--- config.mk ---
export PLATFORM = sky130hd
export DESIGN_NAME = erlp_ram
export DESIGN_NICKNAME = d
export VERILOG_FILES = /design/src/design/erlp_ram.sv
export SDC_FILE = /design/constraint.sdc
export NUM_CORES = 1
export LEC_CHECK = 0
export BUFFER_PORTS_ARGS = -buffer_cell sky130_fd_sc_hd__clkbuf_2
export CORE_MARGIN = 4
export CORE_UTILIZATION = 41
export DETAILED_ROUTE_END_ITERATION = 8
export MAX_ROUTING_LAYER = met4
export PLACE_DENSITY = 0.6
export SYNTH_ARGS = -nofsm -noshare
export SYNTH_HDL_FRONTEND = slang
export SYNTH_SLANG_ARGS = --single-unit
--- constraint.sdc ---
create_clock -name clock -period 1.4 [get_ports clock]
set_clock_uncertainty 0.2 [all_clocks]
set_input_delay 0.14 -clock clock [delete_from_list [all_inputs] [get_ports clock]]
set_output_delay 0.14 -clock clock [all_outputs]
set_load 0.02 [all_outputs]
--- src/design/erlp_ram.sv ---
// ----------------------------------------------------------------------------
// erlp_ram
// Simple dual-port RAM, one write and one registered read, read before write.
// ----------------------------------------------------------------------------
module erlp_ram #(
   parameter int WIDTH = 8,
   parameter int DEPTH = 4,
   parameter int AW    = (DEPTH > 1) ? $clog2(DEPTH) : 1
) (
   input  logic             clock,
   input  logic             wr_en,
   input  logic [AW-1:0]    wr_addr,
   input  logic [WIDTH-1:0] wr_data,
   input  logic [AW-1:0]    rd_addr,
   output logic [WIDTH-1:0] rd_data
);
   logic [WIDTH-1:0] mem_ff [DEPTH];
   logic [WIDTH-1:0] rd_data_ff;

   always_ff @(posedge clock) begin
      if (wr_en) begin
         mem_ff[wr_addr] <= wr_data;
      end
      rd_data_ff <= mem_ff[rd_addr];
   end

   assign rd_data = rd_data_ff;
endmodule

# After elaboration in Yosys (flattened, before gate mapping)
# Memory sizes are Yosys's and may differ from the RTL's. A register that Yosys moved wholly into a read port is not among the register bits.
# Cells that the tools add are included.
# word_totals
register_bits	0
ram_bits	32
mem_count	1
out_inout_bits	8
# op_classes
muxes	2
# memory_table
name	words	word_bits	read_ports	rd_ports_with_merged_regs	write_ports	line	text
mem_ff	4	8	1	1	1	17	logic [WIDTH-1:0] mem_ff [DEPTH];
# ops
op	n
2-to-1 mux 1 bit	2

# Logic depth before layout (Yosys ltp)
# Gate-level depths: netlist (run 1).
# logic_depth
depth_word	2
ltp_mapped	2
ltp_nobuf	1

# Worst setup path before layout (run 1)
# OpenSTA, ideal clock, no wires.
# synth_timing
kind	input to register
start	input wr_addr[0]
end	memory mem_ff[0][0], enable pin
path_slack_ps	-4
t_required_ps	815
t_arrival_ps	819
cell_stages	1
cell_sequence	nor3b_1
# synth_lines
item	line	text
start: declaration	12	input logic [AW-1:0] wr_addr,
end: declaration	17	
# No word-level cell before the write port.

# Final worst setup path (run 1)
# layout_timing
start	register rd_data_ff[6] (netlist: rd_data[6]), read port of mem_ff
end	output rd_data[6]
# layout_lines
item	line	text
start: declaration	18	logic [WIDTH-1:0] rd_data_ff;
end: declaration	15	output logic [WIDTH-1:0] rd_data
# No word-level cell between the ends.

==> Implementation_results.wiki, run 1 <==
{| class="wikitable"
! Metric !! Value
|-
| Register bit total from synthesis || 40
|-
| Placeable core area || 0.00310 mm²
|-
| Crit. End Element || output port
|-
| Core occupancy in the finished layout || 55.3%
|-
| Leading cell types by total area after synthesis || sky130_fd_sc_hd__edfxtp_1, sky130_fd_sc_hd__mux4_2, sky130_fd_sc_hd__dfxtp_1
|-
| Final setup fails || 0
|-
| Max rail drop VDD || 0.745 mV
|-
| FF+latch area || 0.00112 mm²
|-
| PwrDens || 1230 mW/mm²
|-
| Library cell with the largest summed area after synthesis || sky130_fd_sc_hd__edfxtp_1
|-
| Vias in the first global route || 694
|-
| Final cell count without fillers || roughly 140
|-
| Total power after layout || 2.12 mW
|-
| Boundary pin count || 22
|-
| Max Cap Violations || 0
|-
| Cell count after placement || 123
|-
| Number of flops mapped to enable cells by yosys || 32
|-
| Distinct cell type count after synthesis || 8
|-
| Clock-pin slew of the registers on the worst-case setup and hold paths || between 100 and 150 ps
|-
| Delay of the slowest critical-path stage || about 330 ps
|-
| Worst path slowest cell || sky130_fd_sc_hd__dfxtp_1
|-
| TritonCTS clock tree || built
|-
| Port buffer count || 21
|-
| Relative slew margins || approximately 85%
|-
| Gate family responsible for the most delay along the worst path || flip-flops
|-
| Horizontal die dimension || 65.4 µm
|-
| WS Path Type || reg -> out
|-
| Fraction of the yosys area taken by sequential cells || 83.1%
|-
| Syn Nets || 68
|-
| Cell count after synthesis || 54
|-
| Final min period || 1170 ps
|-
| Weighted congestion reported at the end of routability-driven placement || about 0.64
|-
| Syn avg cell area || 25.0 µm²
|-
| First-pass GRT wire length || 3.38 mm
|-
| CTS Buffer Depth || 2
|-
| Data arrival, critical path || 830 ps
|-
| Count of filler cells inserted in the layout || 253
|-
| Maximum number of pins on one net before global-route repair || 14
|-
| Unrepaired setup endpoints after global routing || false
|-
| Initial DRC count || 17
|-
| # Post-CTS Setup Buffers || 0
|-
| Detailed Routing Iterations Pass 1 || 3
|-
| Area share of the largest cell type after synthesis || 71.2%
|-
| Worst-Margin Slew || 229 ps
|-
| Fraction of layout instances using a drive strength above 1 || 46.3%
|-
| Total wire length || 2.04 mm
|-
| Ordered cell list for the critical path || clkbuf_2
|-
| Fmax || 0.851 GHz
|-
| Result of the run || finished clean
|-
| Dominant synthesized flop cell || sky130_fd_sc_hd__edfxtp_1
|-
| Initial antenna violation count || 0
|-
| Launching element type of the critical path || register
|-
| Vias per inst || roughly 4.6
|-
| Synth cell count leaders || sky130_fd_sc_hd__edfxtp_1, sky130_fd_sc_hd__dfxtp_1, sky130_fd_sc_hd__mux4_2
|-
| Root buffer selected by CTS || sky130_fd_sc_hd__clkbuf_4
|-
| Remaining number of nets flagged by the antenna check after routing || 0
|-
| FP Rows || 20
|-
| Clock latency on the worst-skew pair || 340 ps
|-
| Area of the die || 0.00427 mm²
|-
| Number of hold violations in the final report || 0
|-
| H-tree depth || 2
|-
| Height of the chip || 65.4 µm
|-
| Area of the mapped netlist || roughly 0.0013 mm²
|-
| Bufs and invs on worst path || 1
|-
| Area of the multi-input gates || 216 µm²
|-
| Grt ovf || 0
|-
| Post-detailed-route wirelength per cell || 14.7 µm
|-
| All-layer global routing usage || 11.6%
|-
| Number of design rule violations left after detail routing || 0
|-
| Share of the clock period used by the worst path || a little over four fifths
|-
| Starting utilization of the core area || 43.5%
|-
| Post-CTS Resized || 0
|-
| Nets || 108
|-
| Vias post-DR || 636
|-
| Tightest Hold Check Type || in -> reg
|-
| Total Negative Setup Slacks || 0 ps
|-
| Area Growth Syn to Fin || 27.3%
|-
| Leakage Power || 0.633 nW
|-
| Placed wire-length estimate after detailed placement || 1.32 mm
|-
| Total number of yosys warnings || 0
|-
| Diode count || 0
|-
| Num CTS Buffers || 5
|-
| Largest driver fanout on the critical path || 1
|-
| Share of flip-flops with an asynchronous set or reset after synthesis || 0%
|-
| Most numerous cell in the Yosys netlist || sky130_fd_sc_hd__edfxtp_1
|-
| Data required time of the worst path || 1060 ps
|-
| TritonCTS sink count || 40
|-
| Final number of max-transition violations || 0
|}
worst paths after layout:
check	startpoint	end	slack, ps	cells past startpoint
setup / recovery	rd_data[6]$_DFF_P_	rd_data[6]	230	1
hold / removal	rd_addr[1]	rd_data[0]$_DFF_P_	50	2
setup reg to reg	mem_ff[3][3]$_DFFE_PP_	rd_data[3]$_DFF_P_	240	1
hold reg to reg	mem_ff[2][5]$_DFFE_PP_	rd_data[5]$_DFF_P_	360	1
registers in the layout, summed over array words and instances (netlist names):
name     cells
mem_ff      32
rd_data      8
logic make-up after synthesis:
logic type	Yosys count	share of synthesized area, %
buffers and inverters	2	1.21
AND/OR/NAND/NOR	4	2.32
multiplexers	8	13.4
flip-flops	40	83.1
per-layer routing:
metal	global-route usage, %	part of all wire (%)	vias to the layer above
li1	-	-	303
met1	14.3	44	305
met2	16.9	47	20
met3	4.10	5.5	8
met4	6.22	2.7	0
met5	-	0	-
metrics by stage:
| step | hold WS [ps] | instance area [µm²] | setup slack (ps) |
|---|---|---|---|
| floorplan | 38.9 | 1350 | 273 |
| global placement | 157 | 1580 | 167 |
| detailed placement | 168 | 1580 | 170 |
| CTS | 45.3 | 1720 | 197 |
| global route | 65.1 | 1720 | 167 |
| finish | 47.7 | 1720 | 226 |
timing repair:
action | 4_1_cts | 5_1_grt
hold buffers | 8 | 0
hold endpoints to repair | 32 | 0
endpoints found under the setup margin | 0 | 0
layout make-up:
class | instances | area share [%]
multi-input cells | 12 | 12.6
clock buffers | 5 | 2.19
flip-flops and latches | 40 | 65.3
repair buffers | 35 | 15.6
well taps | 44 | 3.21
clock inverters | 3 | 1.09
power by group:
group          switching [mW]  total (mW)  internal [mW]
clock network           0.372       0.565          0.193
logic                  0.0896       0.187         0.0972
registers              0.0147        1.37           1.35
total                   0.476        2.12           1.64
cell usage in the layout, fill, tap and decap left out:
cell,netlist,final
sky130_fd_sc_hd__buf_12,0,3
sky130_fd_sc_hd__dlygate4sd3_1,0,8
sky130_fd_sc_hd__buf_4,0,3
sky130_fd_sc_hd__and3b_1,2,2
sky130_fd_sc_hd__dfxtp_1,8,8
sky130_fd_sc_hd__edfxtp_1,32,32
sky130_fd_sc_hd__nor3b_2,0,1
sky130_fd_sc_hd__clkbuf_4,0,5
sky130_fd_sc_hd__mux4_2,8,8
sky130_fd_sc_hd__clkinv_2,0,2
sky130_fd_sc_hd__clkinv_4,0,1
sky130_fd_sc_hd__and3_1,1,1
sky130_fd_sc_hd__clkbuf_2,1,21
Note: power is estimated with default switching activity, not from simulation.
==> inputs of run 2 (changes only) <==
Clock period 1.4 ns to 1 ns, I/O delays scaled along.
==> Implementation_results.wiki, run 2 (synthesis gave the netlist of run 1 again) <==
{| class="wikitable"
! Metric !! Value
|-
| Fraction of layout instances using a drive strength above 1 || a little over half
|-
| FP Rows || 20
|-
| Diode count || 0
|-
| Tightest hold margin || 16.9 ps
|-
| Num CTS Buffers || 5
|-
| First-pass GRT wire length || 3.48 mm
|-
| Total wire length || 2.00 mm
|-
| Number of hold violations in the final report || 0
|-
| Detailed Routing Iterations Pass 1 || 4
|-
| Unrepaired setup endpoints after global routing || true
|-
| Boundary pin count || 22
|-
| Relative slew margins || 84.9%
|-
| Placeable core area || 0.00310 mm²
|-
| Gate family responsible for the most delay along the worst path || multiplexers
|-
| Port buffer count || 21
|-
| Maximum number of pins on one net before global-route repair || 13
|-
| Root buffer selected by CTS || sky130_fd_sc_hd__clkbuf_4
|-
| Nets || roughly 110
|-
| Worst-Margin Slew || 226 ps
|-
| H-tree depth || 2
|-
| Tightest Hold Check Type || in -> reg
|-
| TritonCTS sink count || 40
|-
| Core occupancy in the finished layout || just under 60%
|-
| Setup slack after layout || -170 ps
|-
| Bufs and invs on worst path || 0
|-
| # Post-CTS Setup Buffers || 0
|-
| Largest reg by FF count || mem_ff
|-
| Max rail drop VDD || 0.855 mV
|-
| Height of the chip || 65.4 µm
|-
| Grt ovf || 0
|-
| CTS Buffer Depth || 2
|-
| Final min period || 1170 ps
|-
| Fmax || 0.855 GHz
|-
| Violated checks || negative setup slack
|-
| Ordered cell list for the critical path || mux4_2
|-
| Horizontal die dimension || roughly 65 µm
|-
| Post-route design area || 0.00183 mm²
|-
| Result of the run || finished with violations
|-
| Initial antenna violation count || 0
|-
| Final number of max-transition violations || 0
|-
| Cell count after placement || between 100 and 150
|-
| Area of the die || between 0.004 and 0.005 mm²
|-
| Data required time of the worst path || 1010 ps
|-
| Clock latency on the worst-skew pair || 330 ps
|-
| Delay of the slowest critical-path stage || 470 ps
|-
| Clock-pin slew of the registers on the worst-case setup and hold paths || 110 ps
|-
| Crit. End Element || register
|-
| Leading cell types in the layout, fill and taps excluded || sky130_fd_sc_hd__edfxtp_1, sky130_fd_sc_hd__clkbuf_2, sky130_fd_sc_hd__mux4_2, sky130_fd_sc_hd__dlygate4sd3_1, sky130_fd_sc_hd__dfxtp_2
|-
| Placement-stage worst setup slack || -184 ps
|-
| TritonCTS clock tree || built
|-
| Vias post-DR || 645
|-
| PwrDens || approximately 1700 mW/mm²
|-
| Post-detailed-route wirelength per cell || 14.5 µm
|-
| All-layer global routing usage || 11.9%
|-
| Number of flip-flops in the largest register || 32
|-
| WS Path Type || reg -> reg
|-
| Share of the clock period used by the worst path || 117%
|-
| Final setup fails || 16
|-
| Data arrival, critical path || 1180 ps
|-
| Area Growth Syn to Fin || 35.8%
|-
| Remaining number of nets flagged by the antenna check after routing || 0
|-
| Vias per inst || approximately 4.7
|-
| Initial DRC count || 35
|-
| Most common library cell in the layout ignoring fill and taps || sky130_fd_sc_hd__edfxtp_1
|-
| Leakage Power || 0.665 nW
|-
| Largest driver fanout on the critical path || 1
|-
| Starting utilization of the core area || 43.5%
|-
| Vias in the first global route || 760
|-
| Worst path slowest cell || sky130_fd_sc_hd__mux4_2
|-
| Cell area reported after detailed placement || 0.00160 mm²
|-
| Weighted congestion reported at the end of routability-driven placement || between 0.6 and 0.7
|-
| Launching element type of the critical path || register
|-
| Number of design rule violations left after detail routing || 0
|-
| Max Cap Violations || 0
|-
| Final cell count without fillers || 138
|}
==> run 2: changes by cell type in the layout (fill, tap and decap cells not counted), moves of 2 or more <==
cell | previous run | this run
sky130_fd_sc_hd__dfxtp_2 | 0 | 8
sky130_fd_sc_hd__buf_8 | 0 | 7
sky130_fd_sc_hd__buf_12 | 3 | 5
sky130_fd_sc_hd__clkbuf_2 | 21 | 13
sky130_fd_sc_hd__buf_4 | 3 | 0
sky130_fd_sc_hd__dfxtp_1 | 8 | 0
==> run 2: worst paths after layout <==
kind                                        startpoint  cells after the start  slack [ps]            endpoint
worst min-delay path                        rd_addr[1]                      2          20  rd_data[2]$_DFF_P_
worst min register to register  mem_ff[3][2]$_DFFE_PP_                      1         360  rd_data[2]$_DFF_P_
worst max-delay path            mem_ff[3][1]$_DFFE_PP_                      1        -170  rd_data[1]$_DFF_P_
worst max register to register  mem_ff[3][1]$_DFFE_PP_                      1        -170  rd_data[1]$_DFF_P_
==> run 2: metrics by stage <==
stage	TNS (ps)	total power, mW
global route	-2550	3.22
CTS	-2270	3.09
detailed placement	-4910	2.21
global placement	-4540	2.20
finish	-1940	3.08
floorplan	-871	2.08
==> run 2: final cells by class <==
type / instances / area [µm²]
fill: 250 / 1270
sequential: 40 / 1130
timing repair buffer: 34 / 362
multi-input combinational: 12 / 223
tap: 44 / 55.1
clock buffer: 6 / 51.3
clock inverter: 2 / 10.0
==> run 2: report_power, final <==
group / switching (mW) / internal (mW)
sequential: 0.0339 / 1.90
combinational: 0.127 / 0.200
clock: 0.486 / 0.335
total: 0.648 / 2.44
==> run 2: what timing repair did <==
| action | in CTS | in global routing |
|---|---|---|
| gates resized for setup | 20 | 12 |
| hold buffers | 8 | 0 |
| endpoints found under the hold margin | 32 | 0 |
| setup endpoints to repair | 16 | 16 |
==> run 2: layer usage <==
layer / global-route usage, % / part of all wire (%) / vias up
met3: 4.44 / 7.6 / 0
met1: 13.9 / 42 / 317
met4: 5.44 / 0 / 0
met5: - / 0 / -
met2: 18.3 / 50 / 23
li1: - / - / 305
